$ cat config.mk
export PLATFORM = sky130hd
export DESIGN_NAME = camera_pixel_to_rgb888
export DESIGN_NICKNAME = d
export VERILOG_FILES = /design/src/rtl/cp2rgb_pkg.sv /design/src/rtl/camera_pixel_to_rgb888.sv /design/src/rtl/cp2rgb_front.sv /design/src/rtl/cp2rgb_queue.sv /design/src/rtl/cp2rgb_back.sv
export SDC_FILE = /design/constraint.sdc
export NUM_CORES = 2
export LEC_CHECK = 0
export ABC_AREA = 0
export BUFFER_PORTS_ARGS = -buffer_cell sky130_fd_sc_hd__buf_2
export CORE_MARGIN = 2
export CORE_UTILIZATION = 25
export CTS_CLUSTER_DIAMETER = 40
export DETAILED_ROUTE_END_ITERATION = 8
export PLACE_DENSITY = 0.41
export SYNTH_ARGS = -nofsm -noshare
export SYNTH_HDL_FRONTEND = slang
export SYNTH_HIERARCHICAL = 1
export SYNTH_SLANG_ARGS = --single-unit
$ cat constraint.sdc
create_clock -name clock -period 28.9 [get_ports clock]
set_input_delay 0 -clock clock [delete_from_list [all_inputs] [get_ports clock]]
set_output_delay 0 -clock clock [all_outputs]
set_load 0.03 [all_outputs]
$ cat src/rtl/cp2rgb_pkg.sv
// Shared types, constants and pixel arithmetic for the camera pixel to RGB888 converter.
package cp2rgb_pkg;

   // Frame limits and field widths
   localparam int MAX_WIDTH   = 4096;
   localparam int MAX_HEIGHT  = 4096;
   localparam int WORDS_CAP   = 4096;
   localparam int DIM_W       = 13;
   localparam int STRIDE_W    = 15;
   localparam int CSR_W       = 15;
   localparam int CSR_IDX_W   = 2;
   localparam int WIL_W       = $clog2(WORDS_CAP);
   localparam int WPL_W       = $clog2(WORDS_CAP) + 1;
   localparam int LINE_W      = $clog2(MAX_HEIGHT);
   localparam int PC_W        = 25;

   // Word queue between front and back
   localparam int QUEUE_DEPTH = 4;
   localparam int QPTR_W      = $clog2(QUEUE_DEPTH);
   localparam int QCNT_W      = $clog2(QUEUE_DEPTH) + 1;

   // YUV arithmetic widths
   localparam int PROD_W      = 18;
   localparam int SUM_W       = 20;

   // Register indexes
   localparam logic [CSR_IDX_W-1:0] CSR_PIXEL_FORMAT = 2'd0;
   localparam logic [CSR_IDX_W-1:0] CSR_FRAME_WIDTH  = 2'd1;
   localparam logic [CSR_IDX_W-1:0] CSR_FRAME_HEIGHT = 2'd2;
   localparam logic [CSR_IDX_W-1:0] CSR_LINE_STRIDE  = 2'd3;

   // Pixel count codes
   localparam logic [1:0] PIX_ONE = 2'd1;
   localparam logic [1:0] PIX_TWO = 2'd2;

   typedef enum logic [1:0] {
      FMT_RGB565 = 2'd0,
      FMT_YUYV   = 2'd1,
      FMT_UYVY   = 2'd2
   } fmt_type;

   typedef enum logic {
      KIND_RGB565 = 1'b0,
      KIND_YUV    = 1'b1
   } kind_type;

   localparam fmt_type            RST_PIXEL_FORMAT = FMT_RGB565;
   localparam logic [DIM_W-1:0]    RST_FRAME_WIDTH  = 13'd1024;
   localparam logic [DIM_W-1:0]    RST_FRAME_HEIGHT = 13'd600;
   localparam logic [STRIDE_W-1:0] RST_LINE_STRIDE  = 15'd2048;

   typedef struct packed {
      fmt_type             pixel_format;
      logic [DIM_W-1:0]    frame_width;
      logic [DIM_W-1:0]    frame_height;
      logic [STRIDE_W-1:0] line_stride_bytes;
   } cfg_type;

   // One classified word. RGB565: lo0 hi0 lo1 hi1. YUV: Y0 U Y1 V.
   typedef struct packed {
      kind_type        kind;
      logic [1:0]      pixels_valid;
      logic            last;
      logic [3:0][7:0] bytes;
   } entry_type;

   // 5-bit field to 8 bits: v*255/31 = 8v + floor(7v/31)
   function automatic logic [7:0] scale5(input logic [4:0] v);
      logic [2:0] frac;
      frac = 3'(v >= 5'd5) + 3'(v >= 5'd9) + 3'(v >= 5'd14) + 3'(v >= 5'd18)
           + 3'(v >= 5'd23) + 3'(v >= 5'd27) + 3'(v == 5'd31);
      return {v, 3'b000} + 8'(frac);
   endfunction

   // 6-bit field to 8 bits: v*255/63 = 4v + floor(v/21)
   function automatic logic [7:0] scale6(input logic [5:0] v);
      logic [1:0] frac;
      frac = 2'(v >= 6'd21) + 2'(v >= 6'd42) + 2'(v == 6'd63);
      return {v, 2'b00} + 8'(frac);
   endfunction

   // Drop the eight fraction bits and clamp to 0..255
   function automatic logic [7:0] clamp_shift(input logic signed [SUM_W-1:0] s);
      logic [7:0] r;
      if (s[SUM_W-1]) begin
         r = 8'd0;
      end else if (|s[SUM_W-2:16]) begin
         r = 8'hFF;
      end else begin
         r = s[15:8];
      end
      return r;
   endfunction

endpackage

$ cat src/rtl/camera_pixel_to_rgb888.sv
// Top level of the camera pixel to RGB888 converter: registers, front end, queue, back end.
//
//   channel  dir  handshake                       word contents
//   req      in   req_valid / req_ready           req_byte0..3, req_only_low_half
//   rsp      out  rsp_valid / rsp_ready           two RGB888 pixels, count, last flag
//   csr      in   csr_write_enable, no wait       csr_index, csr_wdata
//
// One word is taken per cycle while the queue has room; the front end tracks line and frame
// position for each word, and the back end is a two-stage pipeline.
// A result passes through the queue, the product stage and the output register to reach rsp.
// A four-entry queue parts front and back, so the front keeps taking words while a
// result waits on rsp_ready; req_ready drops only when that queue is full.
// Reset is synchronous; it restores register defaults and clears the frame counters.
// Any register write restarts the frame counters.
module camera_pixel_to_rgb888 (
   input  logic                                clock,
   input  logic                                reset,
   input  logic                                req_valid,
   output logic                                req_ready,
   input  logic [7:0]                          req_byte0,
   input  logic [7:0]                          req_byte1,
   input  logic [7:0]                          req_byte2,
   input  logic [7:0]                          req_byte3,
   input  logic                                req_only_low_half,
   output logic                                rsp_valid,
   input  logic                                rsp_ready,
   output logic [7:0]                          rsp_red0,
   output logic [7:0]                          rsp_green0,
   output logic [7:0]                          rsp_blue0,
   output logic [7:0]                          rsp_red1,
   output logic [7:0]                          rsp_green1,
   output logic [7:0]                          rsp_blue1,
   output logic [1:0]                          rsp_pixels_valid,
   output logic                                rsp_last_of_frame,
   input  logic                                csr_write_enable,
   input  logic [cp2rgb_pkg::CSR_IDX_W-1:0]    csr_index,
   input  logic [cp2rgb_pkg::CSR_W-1:0]        csr_wdata
);
   import cp2rgb_pkg::*;

   cfg_type   cfg_ff, cfg_in;
   logic      queue_full;
   logic      push;
   entry_type push_entry;
   logic      q_valid;
   logic      q_ready;
   entry_type q_entry;

   // Register file: decode the index, keep only each register's own bits
   always_comb begin
      cfg_in = cfg_ff;
      if (csr_write_enable) begin
         case (csr_index)
            CSR_PIXEL_FORMAT: cfg_in.pixel_format      = fmt_type'(csr_wdata[1:0]);
            CSR_FRAME_WIDTH:  cfg_in.frame_width       = csr_wdata[DIM_W-1:0];
            CSR_FRAME_HEIGHT: cfg_in.frame_height      = csr_wdata[DIM_W-1:0];
            CSR_LINE_STRIDE:  cfg_in.line_stride_bytes = csr_wdata[STRIDE_W-1:0];
            default: ;
         endcase
      end
   end

   always_ff @(posedge clock) begin
      if (reset) begin
         cfg_ff.pixel_format      <= RST_PIXEL_FORMAT;
         cfg_ff.frame_width       <= RST_FRAME_WIDTH;
         cfg_ff.frame_height      <= RST_FRAME_HEIGHT;
         cfg_ff.line_stride_bytes <= RST_LINE_STRIDE;
      end else begin
         cfg_ff <= cfg_in;
      end
   end

   // Front: take each word, advance the frame position, drop padding and unused formats
   cp2rgb_front u_front (
      .clock             (clock),
      .reset             (reset),
      .cfg               (cfg_ff),
      .restart           (csr_write_enable),
      .req_valid         (req_valid),
      .req_ready         (req_ready),
      .req_byte0         (req_byte0),
      .req_byte1         (req_byte1),
      .req_byte2         (req_byte2),
      .req_byte3         (req_byte3),
      .req_only_low_half (req_only_low_half),
      .queue_full        (queue_full),
      .push              (push),
      .push_entry        (push_entry)
   );

   // Queue: hold classified words while the back end stalls
   cp2rgb_queue u_queue (
      .clock      (clock),
      .reset      (reset),
      .push       (push),
      .push_entry (push_entry),
      .full       (queue_full),
      .pop_valid  (q_valid),
      .pop_ready  (q_ready),
      .pop_entry  (q_entry)
   );

   // Back: scale RGB565 fields or convert the 4:2:2 group, then present the result
   cp2rgb_back u_back (
      .clock             (clock),
      .reset             (reset),
      .q_valid           (q_valid),
      .q_ready           (q_ready),
      .q_entry           (q_entry),
      .rsp_valid         (rsp_valid),
      .rsp_ready         (rsp_ready),
      .rsp_red0          (rsp_red0),
      .rsp_green0        (rsp_green0),
      .rsp_blue0         (rsp_blue0),
      .rsp_red1          (rsp_red1),
      .rsp_green1        (rsp_green1),
      .rsp_blue1         (rsp_blue1),
      .rsp_pixels_valid  (rsp_pixels_valid),
      .rsp_last_of_frame (rsp_last_of_frame)
   );

endmodule

$ cat src/rtl/cp2rgb_front.sv
// Front end: accepts source words, tracks frame position and classifies each word.
module cp2rgb_front (
   input  logic                  clock,
   input  logic                  reset,
   input  cp2rgb_pkg::cfg_type   cfg,
   input  logic                  restart,
   input  logic                  req_valid,
   output logic                  req_ready,
   input  logic [7:0]            req_byte0,
   input  logic [7:0]            req_byte1,
   input  logic [7:0]            req_byte2,
   input  logic [7:0]            req_byte3,
   input  logic                  req_only_low_half,
   input  logic                  queue_full,
   output logic                  push,
   output cp2rgb_pkg::entry_type push_entry
);
   import cp2rgb_pkg::*;

   logic [DIM_W-1:0]    width_c;
   logic [DIM_W-1:0]    height_c;
   logic [2*DIM_W-1:0]  area;
   logic [PC_W-1:0]     total;
   logic [WIL_W-1:0]    valid_words;
   logic [WPL_W-1:0]    wpl_raw;
   logic [WPL_W-1:0]    wpl;

   logic [WIL_W-1:0]    wil_ff, wil_in;
   logic [LINE_W-1:0]   lc_ff, lc_in;
   logic [PC_W-1:0]     pc_ff, pc_in;

   logic [WIL_W:0]      wil_inc;
   logic [LINE_W:0]     lc_inc;
   logic                line_done;
   logic                frame_done;
   logic                emit_yuv;
   logic                last_yuv;
   logic [PC_W-1:0]     remaining;
   logic                one_pix;
   logic [PC_W-1:0]     pc_sum;
   logic                rgb_last;
   logic                accept;

   // Clamp the frame size
   assign width_c  = (cfg.frame_width == '0) ? DIM_W'(1) :
                     (cfg.frame_width > DIM_W'(MAX_WIDTH)) ? DIM_W'(MAX_WIDTH) :
                     cfg.frame_width;
   assign height_c = (cfg.frame_height == '0) ? DIM_W'(1) :
                     (cfg.frame_height > DIM_W'(MAX_HEIGHT)) ? DIM_W'(MAX_HEIGHT) :
                     cfg.frame_height;

   assign area  = width_c * height_c;
   assign total = area[PC_W-1:0];

   // Words per source line: stride, at least the pixel words, 1..WORDS_CAP
   assign valid_words = width_c[DIM_W-1:1];
   assign wpl_raw = (WPL_W'(cfg.line_stride_bytes[STRIDE_W-1:2]) < WPL_W'(valid_words)) ?
                    WPL_W'(valid_words) : WPL_W'(cfg.line_stride_bytes[STRIDE_W-1:2]);
   assign wpl = (wpl_raw == '0) ? WPL_W'(1) :
                (wpl_raw > WPL_W'(WORDS_CAP)) ? WPL_W'(WORDS_CAP) : wpl_raw;

   assign wil_inc    = {1'b0, wil_ff} + (WIL_W+1)'(1);
   assign lc_inc     = {1'b0, lc_ff} + (LINE_W+1)'(1);
   assign line_done  = wil_inc >= wpl;
   assign frame_done = lc_inc >= height_c;
   assign emit_yuv   = wil_ff < valid_words;
   assign last_yuv   = emit_yuv && (lc_inc == height_c) &&
                       (wil_inc == (WIL_W+1)'(valid_words));

   assign remaining = total - pc_ff;
   assign one_pix   = req_only_low_half || (remaining == PC_W'(1));
   assign pc_sum    = pc_ff + (one_pix ? PC_W'(1) : PC_W'(2));
   assign rgb_last  = pc_sum >= total;

   assign req_ready = !queue_full;
   assign accept    = req_valid && req_ready;

   always_comb begin
      wil_in = wil_ff;
      lc_in  = lc_ff;
      pc_in  = pc_ff;
      push   = 1'b0;
      push_entry.kind         = KIND_RGB565;
      push_entry.pixels_valid = one_pix ? PIX_ONE : PIX_TWO;
      push_entry.last         = rgb_last;
      push_entry.bytes        = {req_byte3, req_byte2, req_byte1, req_byte0};

      case (cfg.pixel_format)
         FMT_YUYV: begin
            push_entry.kind         = KIND_YUV;
            push_entry.pixels_valid = PIX_TWO;
            push_entry.last         = last_yuv;
         end
         FMT_UYVY: begin
            push_entry.kind         = KIND_YUV;
            push_entry.pixels_valid = PIX_TWO;
            push_entry.last         = last_yuv;
            push_entry.bytes        = {req_byte2, req_byte3, req_byte0, req_byte1};
         end
         default: ;
      endcase

      if (restart) begin
         wil_in = '0;
         lc_in  = '0;
         pc_in  = '0;
      end else if (accept) begin
         case (cfg.pixel_format)
            FMT_RGB565: begin
               push  = 1'b1;
               pc_in = rgb_last ? '0 : pc_sum;
            end
            FMT_YUYV, FMT_UYVY: begin
               // padding words advance the position but carry no pixels
               push = emit_yuv;
               if (line_done) begin
                  wil_in = '0;
                  lc_in  = frame_done ? '0 : lc_inc[LINE_W-1:0];
               end else begin
                  wil_in = wil_inc[WIL_W-1:0];
               end
            end
            default: ;
         endcase
      end
   end

   always_ff @(posedge clock) begin
      if (reset) begin
         wil_ff <= '0;
         lc_ff  <= '0;
         pc_ff  <= '0;
      end else begin
         wil_ff <= wil_in;
         lc_ff  <= lc_in;
         pc_ff  <= pc_in;
      end
   end

   a_rgb_count_in_frame: assert property (@(posedge clock) disable iff (reset)
      cfg.pixel_format == FMT_RGB565 |-> pc_ff < total)
      else $error("RGB565 pixel count reached frame size");

   a_yuv_position_in_frame: assert property (@(posedge clock) disable iff (reset)
      (cfg.pixel_format == FMT_YUYV || cfg.pixel_format == FMT_UYVY)
      |-> ({1'b0, wil_ff} < wpl && {1'b0, lc_ff} < height_c))
      else $error("YUV word or line position out of frame");

endmodule

$ cat src/rtl/cp2rgb_queue.sv
// Short word queue between the classifying front end and the pixel back end.
module cp2rgb_queue (
   input  logic                  clock,
   input  logic                  reset,
   input  logic                  push,
   input  cp2rgb_pkg::entry_type push_entry,
   output logic                  full,
   output logic                  pop_valid,
   input  logic                  pop_ready,
   output cp2rgb_pkg::entry_type pop_entry
);
   import cp2rgb_pkg::*;

   entry_type           slot_ff [QUEUE_DEPTH];
   logic [QPTR_W-1:0]   wr_ptr_ff, wr_ptr_in;
   logic [QPTR_W-1:0]   rd_ptr_ff, rd_ptr_in;
   logic [QCNT_W-1:0]   count_ff, count_in;
   logic                pop;

   assign full      = count_ff == QCNT_W'(QUEUE_DEPTH);
   assign pop_valid = count_ff != '0;
   assign pop       = pop_valid && pop_ready;
   assign pop_entry = slot_ff[rd_ptr_ff];

   always_comb begin
      wr_ptr_in = push ? wr_ptr_ff + QPTR_W'(1) : wr_ptr_ff;
      rd_ptr_in = pop  ? rd_ptr_ff + QPTR_W'(1) : rd_ptr_ff;
      count_in  = count_ff;
      if (push && !pop) begin
         count_in = count_ff + QCNT_W'(1);
      end else if (pop && !push) begin
         count_in = count_ff - QCNT_W'(1);
      end
   end

   always_ff @(posedge clock) begin
      if (reset) begin
         wr_ptr_ff <= '0;
         rd_ptr_ff <= '0;
         count_ff  <= '0;
      end else begin
         wr_ptr_ff <= wr_ptr_in;
         rd_ptr_ff <= rd_ptr_in;
         count_ff  <= count_in;
      end
   end

   always_ff @(posedge clock) begin
      if (push) begin
         slot_ff[wr_ptr_ff] <= push_entry;
      end
   end

   a_no_push_when_full: assert property (@(posedge clock) disable iff (reset)
      push |-> !full)
      else $error("word pushed into a full queue");

   a_count_bounded: assert property (@(posedge clock) disable iff (reset)
      count_ff <= QCNT_W'(QUEUE_DEPTH))
      else $error("queue count above depth");

endmodule

$ cat src/rtl/cp2rgb_back.sv
// Back end: turns classified words into RGB888 pixel pairs over two pipeline stages.
module cp2rgb_back (
   input  logic                  clock,
   input  logic                  reset,
   input  logic                  q_valid,
   output logic                  q_ready,
   input  cp2rgb_pkg::entry_type q_entry,
   output logic                  rsp_valid,
   input  logic                  rsp_ready,
   output logic [7:0]            rsp_red0,
   output logic [7:0]            rsp_green0,
   output logic [7:0]            rsp_blue0,
   output logic [7:0]            rsp_red1,
   output logic [7:0]            rsp_green1,
   output logic [7:0]            rsp_blue1,
   output logic [1:0]            rsp_pixels_valid,
   output logic                  rsp_last_of_frame
);
   import cp2rgb_pkg::*;

   // Stage 1: RGB565 scaling done, YUV products registered
   logic                      s1_valid_ff, s1_valid_in;
   kind_type                  s1_kind_ff;
   logic [1:0]                s1_pix_ff;
   logic                      s1_last_ff;
   logic [5:0][7:0]           s1_rgb_ff, s1_rgb_in;
   logic signed [PROD_W-1:0]  c0_298_ff, c1_298_ff, e_409_ff, d_100_ff, e_208_ff, d_516_ff;
   logic signed [PROD_W-1:0]  c0_298_in, c1_298_in, e_409_in, d_100_in, e_208_in, d_516_in;

   // Output register
   logic                      out_valid_ff, out_valid_in;
   logic [5:0][7:0]           out_rgb_ff, out_rgb_in;
   logic [1:0]                out_pix_ff;
   logic                      out_last_ff;

   logic                      s1_ready;
   logic                      out_ready;
   logic                      load_s1;
   logic                      load_out;

   logic [15:0]               px0, px1;
   logic signed [8:0]         c0, c1;
   logic signed [7:0]         d, e;
   logic signed [SUM_W-1:0]   sum_r0, sum_g0, sum_b0, sum_r1, sum_g1, sum_b1;

   assign out_ready = !out_valid_ff || rsp_ready;
   assign s1_ready  = !s1_valid_ff || out_ready;
   assign q_ready   = s1_ready;
   assign load_s1   = s1_ready && q_valid;
   assign load_out  = out_ready && s1_valid_ff;

   // Stage 1 datapath
   always_comb begin
      px0 = {q_entry.bytes[1], q_entry.bytes[0]};
      px1 = {q_entry.bytes[3], q_entry.bytes[2]};
      s1_rgb_in[0] = scale5(px0[15:11]);
      s1_rgb_in[1] = scale6(px0[10:5]);
      s1_rgb_in[2] = scale5(px0[4:0]);
      s1_rgb_in[3] = scale5(px1[15:11]);
      s1_rgb_in[4] = scale6(px1[10:5]);
      s1_rgb_in[5] = scale5(px1[4:0]);
      // zero the second pixel of a single-pixel word
      if (q_entry.pixels_valid == PIX_ONE) begin
         s1_rgb_in[3] = '0;
         s1_rgb_in[4] = '0;
         s1_rgb_in[5] = '0;
      end

      c0 = $signed({1'b0, q_entry.bytes[0]}) - 9'sd16;
      c1 = $signed({1'b0, q_entry.bytes[2]}) - 9'sd16;
      d  = $signed({~q_entry.bytes[1][7], q_entry.bytes[1][6:0]});
      e  = $signed({~q_entry.bytes[3][7], q_entry.bytes[3][6:0]});

      c0_298_in = PROD_W'(c0) * 18'sd298;
      c1_298_in = PROD_W'(c1) * 18'sd298;
      e_409_in  = PROD_W'(e) * 18'sd409;
      d_100_in  = PROD_W'(d) * 18'sd100;
      e_208_in  = PROD_W'(e) * 18'sd208;
      d_516_in  = PROD_W'(d) * 18'sd516;
   end

   // Stage 2 datapath: sums, rounding and clamp
   always_comb begin
      sum_r0 = SUM_W'(c0_298_ff) + SUM_W'(e_409_ff) + 20'sd128;
      sum_g0 = SUM_W'(c0_298_ff) - SUM_W'(d_100_ff) - SUM_W'(e_208_ff) + 20'sd128;
      sum_b0 = SUM_W'(c0_298_ff) + SUM_W'(d_516_ff) + 20'sd128;
      sum_r1 = SUM_W'(c1_298_ff) + SUM_W'(e_409_ff) + 20'sd128;
      sum_g1 = SUM_W'(c1_298_ff) - SUM_W'(d_100_ff) - SUM_W'(e_208_ff) + 20'sd128;
      sum_b1 = SUM_W'(c1_298_ff) + SUM_W'(d_516_ff) + 20'sd128;
      if (s1_kind_ff == KIND_YUV) begin
         out_rgb_in[0] = clamp_shift(sum_r0);
         out_rgb_in[1] = clamp_shift(sum_g0);
         out_rgb_in[2] = clamp_shift(sum_b0);
         out_rgb_in[3] = clamp_shift(sum_r1);
         out_rgb_in[4] = clamp_shift(sum_g1);
         out_rgb_in[5] = clamp_shift(sum_b1);
      end else begin
         out_rgb_in = s1_rgb_ff;
      end
   end

   assign s1_valid_in  = s1_ready ? q_valid : s1_valid_ff;
   assign out_valid_in = out_ready ? s1_valid_ff : out_valid_ff;

   always_ff @(posedge clock) begin
      if (reset) begin
         s1_valid_ff  <= 1'b0;
         out_valid_ff <= 1'b0;
      end else begin
         s1_valid_ff  <= s1_valid_in;
         out_valid_ff <= out_valid_in;
      end
   end

   always_ff @(posedge clock) begin
      if (load_s1) begin
         s1_kind_ff <= q_entry.kind;
         s1_pix_ff  <= q_entry.pixels_valid;
         s1_last_ff <= q_entry.last;
         s1_rgb_ff  <= s1_rgb_in;
         c0_298_ff  <= c0_298_in;
         c1_298_ff  <= c1_298_in;
         e_409_ff   <= e_409_in;
         d_100_ff   <= d_100_in;
         e_208_ff   <= e_208_in;
         d_516_ff   <= d_516_in;
      end
      if (load_out) begin
         out_rgb_ff  <= out_rgb_in;
         out_pix_ff  <= s1_pix_ff;
         out_last_ff <= s1_last_ff;
      end
   end

   assign rsp_valid         = out_valid_ff;
   assign rsp_red0          = out_rgb_ff[0];
   assign rsp_green0        = out_rgb_ff[1];
   assign rsp_blue0         = out_rgb_ff[2];
   assign rsp_red1          = out_rgb_ff[3];
   assign rsp_green1        = out_rgb_ff[4];
   assign rsp_blue1         = out_rgb_ff[5];
   assign rsp_pixels_valid  = out_pix_ff;
   assign rsp_last_of_frame = out_last_ff;

   a_pixel_count_code: assert property (@(posedge clock) disable iff (reset)
      rsp_valid |-> (rsp_pixels_valid == PIX_ONE || rsp_pixels_valid == PIX_TWO))
      else $error("result carries neither one nor two pixels");

   a_single_pixel_zeroed: assert property (@(posedge clock) disable iff (reset)
      (rsp_valid && rsp_pixels_valid == PIX_ONE)
      |-> (rsp_red1 == 8'd0 && rsp_green1 == 8'd0 && rsp_blue1 == 8'd0))
      else $error("second pixel not cleared on a single-pixel result");

   a_yuv_two_pixels: assert property (@(posedge clock) disable iff (reset)
      (load_out && s1_kind_ff == KIND_YUV) |=> rsp_pixels_valid == PIX_TWO)
      else $error("YUV group produced fewer than two pixels");

endmodule

* Word level (Yosys, flattened, before mapping) *
Memories as Yosys holds them, arrays and structs flattened. A register that Yosys moved wholly into a read port is not among the register bits.
Cells that the tools add are included.

cells by class
  $add $sub $neg = 58
  multiply operators = 7
  order comparisons = 36
  equal/unequal tests = 16
  muxes and demuxes = 36
  bitwise gates (word level) = 2
  reductions and logical operators = 37

operator list
  kind                     number
  $add A20 B9 Y20 const B  6
  $mux W8                  12
  $mux W13                 7
  $add A18 B18 Y19         4
  $add A3 B1 Y3            20
  $ge A5 B5 Y1 const B     12
  $mux W48                 1
  $ge A5 B4 Y1 const B     8
  $sub A19 B17 Y20         2
  $gt A13 B13 Y1 const B   3
  $logic_not A13 Y1        3
  $sub A18 B16 Y19         2
  $mul A9 B9 Y17 const B   2
  $add A8 B3 Y8            4
  $mux W32                 1
  $add A12 B1 Y13 const B  2
  $ge A13 B13 Y1           2
  $add A25 B25 Y25         1
  $eq A25 B1 Y1 const B    1
  $ge A25 B25 Y1           1
  $mul A13 B13 Y25         1
  $mux W25                 1
  $sub A25 B25 Y25         1
  $mux W12                 2
  other kinds (39)         93

word-level totals
  bits in registers = 299
  RAM bits = 144
  bits of input ports = 55
  output and inout bits = 53
  logic and storage cells = 228
  memories = 1

memories
  name             words  bits a word  rd ports  clocked after memory_dff  wr ports  RTL line            source
  u_queue.slot_ff  4      36           1         1                         1         cp2rgb_queue.sv:14  entry_type slot_ff [QUEUE_DEPTH];

* Logic depth before layout (Yosys ltp) *
  depth after elaboration = 11
  mapped depth = 55
  gate-level depth less buffers = 51

* Modules after synthesis *
Netlist, hierarchy kept.

modules (own cells, without submodules)
  module                  instances  cells an instance  area each (sq um)  seq. area each (sq um)
  cp2rgb_back             1          1,787              18,823.1           5,565.3
  cp2rgb_front            1          1,561              12,441.9           980.9
  cp2rgb_queue            1          232                5,688.0            4,504.3
  camera_pixel_to_rgb888  1          169                1,771.7            860.8

* Worst setup path before layout *
Ideal clock, no wire load.

  kind = register -> register
  start = register cfg_ff[40] (netlist name)
  end = register u_front.pc_ff[23]
  setup time = 0.074 ns
  arrival = 11.945 ns
  required time = 28.826 ns
  path slack = 16.880 ns
  stages on the path, launching flop included = 49
  path buffers = 3
  clock period less this slack = 12.020 ns
  cells stage by stage = dfxtp_1 -> clkbuf_1 -> clkbuf_1 -> a21o_1 -> clkbuf_1 -> nor2_1 -> fa_1 -> inv_1 -> fa_1 -> fa_1 -> fa_1 -> fa_1 -> inv_1 -> ha_1 -> a21o_1 -> a21o_1 -> a21oi_1 -> o31ai_1 -> [... 13 more ...] -> ha_1 -> inv_1 -> fa_1 -> nor2_1 -> nand4_1 -> nor2_1 -> nand3_1 -> xnor2_1 -> ha_1 -> a21o_1 -> a21o_1 -> a21oi_1 -> o2111ai_1 -> o211ai_1 -> a21oi_1 -> or4_1 -> or2_2 -> a31oi_1

on the way
  longest elaborated chain between the ends = 11
  elaborated cells between the ends (all ways) = 12
  classes of those cells = add/sub: 2; mul: 1; order compare: 2; eq/ne: 1; mux: 4; reduce/logical: 2

RTL lines
  element                   RTL line                      source
  start: declaration        camera_pixel_to_rgb888.sv:41  cfg_type cfg_ff, cfg_in;
  start signal: assignment  camera_pixel_to_rgb888.sv:70  cfg_ff <= cfg_in;
  $gt A13 B13 Y1            cp2rgb_front.sv:46            (cfg.frame_width > DIM_W'(MAX_WIDTH)) ? DIM_W'(MAX_WIDTH) :
  $mux W13                  cp2rgb_front.sv:46
  $mux W13 (*)              cp2rgb_front.sv:45            assign width_c = (cfg.frame_width == '0) ? DIM_W'(1) :
  $mul A13 B13 Y25 (*)      cp2rgb_front.sv:52            assign area = width_c * height_c;
  $sub A25 B25 Y25          cp2rgb_front.sv:70            assign remaining = total - pc_ff;
  $eq A25 B1 Y1             cp2rgb_front.sv:71            assign one_pix = req_only_low_half || (remaining == PC_W'(1));
  $logic_or A1 B1 Y1        cp2rgb_front.sv:71
  $mux W2                   cp2rgb_front.sv:72            assign pc_sum = pc_ff + (one_pix ? PC_W'(1) : PC_W'(2));
  $add A25 B25 Y25          cp2rgb_front.sv:72
  $ge A25 B25 Y1            cp2rgb_front.sv:73            assign rgb_last = pc_sum >= total;
  $mux W25 (*)              cp2rgb_front.sv:111           pc_in = rgb_last ? '0 : pc_sum;
  end signal: assignment    cp2rgb_front.sv:136           pc_ff <= pc_in;
  end: declaration          cp2rgb_front.sv:30            logic [PC_W-1:0] pc_ff, pc_in;

Every way passes the cells marked *; elsewhere a longest branch is shown, timed or not.
A chain may end at the register's enable or synchronous reset.

==> summary.txt <==
Outcome
  – Status: completed

Detailed routing
  – Via Count: roughly 28000
  – Via density per instance: 4.56
  – Routed Antenna Nets: 0
  – Initial drt markers: 1419
  – WL/cell: 18.9 microns
  – Pre-antenna DRT Iters: 5
  – DRC: 0
  – Detailed Route WL: between 100 and 150 mm

STA
  – Fin crit period: 14.50 ns
  – Hold Violations, Final: 0
  – Count of pins over their slew limit: 0
  – Clk_skew: 0.0387 ns
  – Worst-Margin Slew: 1.03 ns
  – Final setup violation count: 0
  – Worst hold margin: between 0.15 and 0.2 ns
  – Final period util: around 50%
  – Slew headroom: a little under a third
  – Max Clock Freq: 69.0 MHz
  – Final TNS setup: 0 ns
  – RSZ-0062 raised after global routing: no

Yosys
  – Syn nets: between 4000 and 5000
  – Mapped Cells: 3743
  – Yosys warns: 6
  – Syn Std Cell Area: slightly below 40000 sq um
  – Syn Area/Cell: a little over 10 sq um

Die
  – Die area: between 150000 and 200000 sq um
  – Boundary Pins: 108
  – Die height: 397 microns
  – Rows: 144
  – Core area: 154000 sq um
  – DIE WIDTH: between 300 and 400 microns
  – Initial Utilization: 25.1%

Final layout
  – P&R area growth vs syn: 17.0%
  – Fin nets: 4803
  – Share of cells above drive strength 1: 10.0%
  – Fillers: 16200
  – Final Cell Area: between 40000 and 50000 sq um

Global route
  – Vias in the first global route: 28200
  – Initial antenna violation count: 3
  – Maximum number of pins on one net before global-route repair: 75
  – Tot GR Track Use: 14.5%
  – Grt total ovfl: 0
  – First-pass GRT wire length: ~180 mm

Setup path
  – Cell mode on critical path: fa_1
  – Crit-path slowest cell: nor2b_1
  – CP startpoint: cfg_ff[40]
  – Setup CP Type: register to register
  – CP required: 29.22 ns
  – Worst r2r src: cfg_ff[40]
  – CP delay by family, top: simple AND/OR/NAND/NOR gates
  – Slowest cell delay on critical path: 0.74 ns
  – Startpoint Class: register
  – Arrival @ worst endpoint: between 10 and 15 ns
  – Crit path buf inv count: 5
  – Endpoint class of the critical path: register
  – CP max FO: 24

Clock tree
  – CTS Buffer Depth: 3
  – Post-cts sizing count: 0
  – Post-CTS Hold Fix Bufs: 74
  – Number of post-CTS setup repair buffers: 0
  – Root buffer cell: clkbuf_16
  – CTS tree: done
  – CTS clock-pin slew for the worst setup and hold paths: around 0.050 ns
  – # H-tree levels: 3
  – CTS Sinks: 429
  – Worst skew pair latency: 0.68 ns
  – TritonCTS Buffers: 84

Placement
  – Placed Area: 41500 sq um
  – RePlAce Congestion: 0.853
  – Port bufs: between 100 and 150
  – HPWL Detailed: slightly above 90 mm

Hold path
  – HP Class: input port to register
  – Hold_sp: csr_wdata[4]

Flow run
  – Max_cap viols: 0
[layout make-up]
| type | count | area, sq um | share of cell area (%) |
|---|---|---|---|
| Antenna cell | 4 | 10.0 | 0.0221 |
| Clock inverter | 63 | 785 | 1.74 |
| Inverter | 529 | 1990 | 4.39 |
| Tap cell | 2044 | 2560 | 5.66 |
| Sequential cell | 429 | 11900 | 26.3 |
| Multi-Input combinational cell | 2689 | 24400 | 53.9 |
| Clock buffer | 94 | 2180 | 4.82 |
| Timing Repair Buffer | 205 | 1460 | 3.22 |
[layout by cell type, fill, tap and decap left out, types with 32 or more instances in the layout]
cell type      count
a21o_1            63
a21oi_1          154
and2_1            38
buf_2            107
clkbuf_16         84
dfxtp_1           99
dlygate4sd3_1     74
edfxtp_1         328
fa_1             220
ha_1             589
inv_1            518
mux2_2            36
mux2i_1           67
nand2_1          226
nand2b_1          65
nand3_1           83
nand4_1           32
nor2_1           229
nor2b_1           50
nor3_1            50
o21ai_0          101
xnor2_1          153
xor2_1            45
[path summary, 6_finish.rpt]
check	end	slack [ns]	depth (start not counted)
worst max register to register	u_queue/slot_ff[3][32]	14.40	46
worst min register to register	u_back/rsp_pixels_valid[0]	0.42	0
worst min-delay path	cfg_ff[19]	0.18	4
worst max-delay path	u_queue/slot_ff[3][32]	14.40	46
[routing by layer]
| layer | track usage [%] | wire length [microns] | up-vias |
|---|---|---|---|
| met1 | 19.4 | 53400 | 13500 |
| met3 | 2.08 | 3780 | 127 |
| met5 | 0 | 0 | - |
| li1 | - | - | 13600 |
| met2 | 24.6 | 54800 | 461 |
| met4 | 3.73 | 2510 | 0 |
[registers in the layout, summed over array words and instances (netlist names), 12 cells and up, named ones only]
| register | count |
|---|---|
| u_front/wil_ff | 12 |
| u_queue/slot_ff | 144 |
| u_back/c1_298_ff | 17 |
| cfg_ff | 41 |
| u_back/e_409_ff | 18 |
| u_back/s1_rgb_ff | 47 |
| u_front/pc_ff | 25 |
| u_front/lc_ff | 12 |
| u_back/c0_298_ff | 15 |
[metrics by stage]
stage / cells / utilization, % / setup slack (ns)
2_1_floorplan: 3743 / - / 16.88
3_3_place_gp: 5822 / 27.0 / 14.97
3_5_place_dp: 5822 / 27.0 / 14.47
4_1_cts: 6053 / 29.4 / 14.51
5_1_grt: 6055 / 29.4 / 13.37
6_report: 6057 / 29.4 / 14.40
[worst min-delay path: cells and delay by family]
kind / cells / cell delay [ns]
and+or+nand+nor: 1 / 0.04
buffers and inverters: 2 / 0.63
muxes: 1 / 0.11
Power is not shown: default switching activity piles up to over one toggle a cycle in this logic, so the estimate is an artifact.
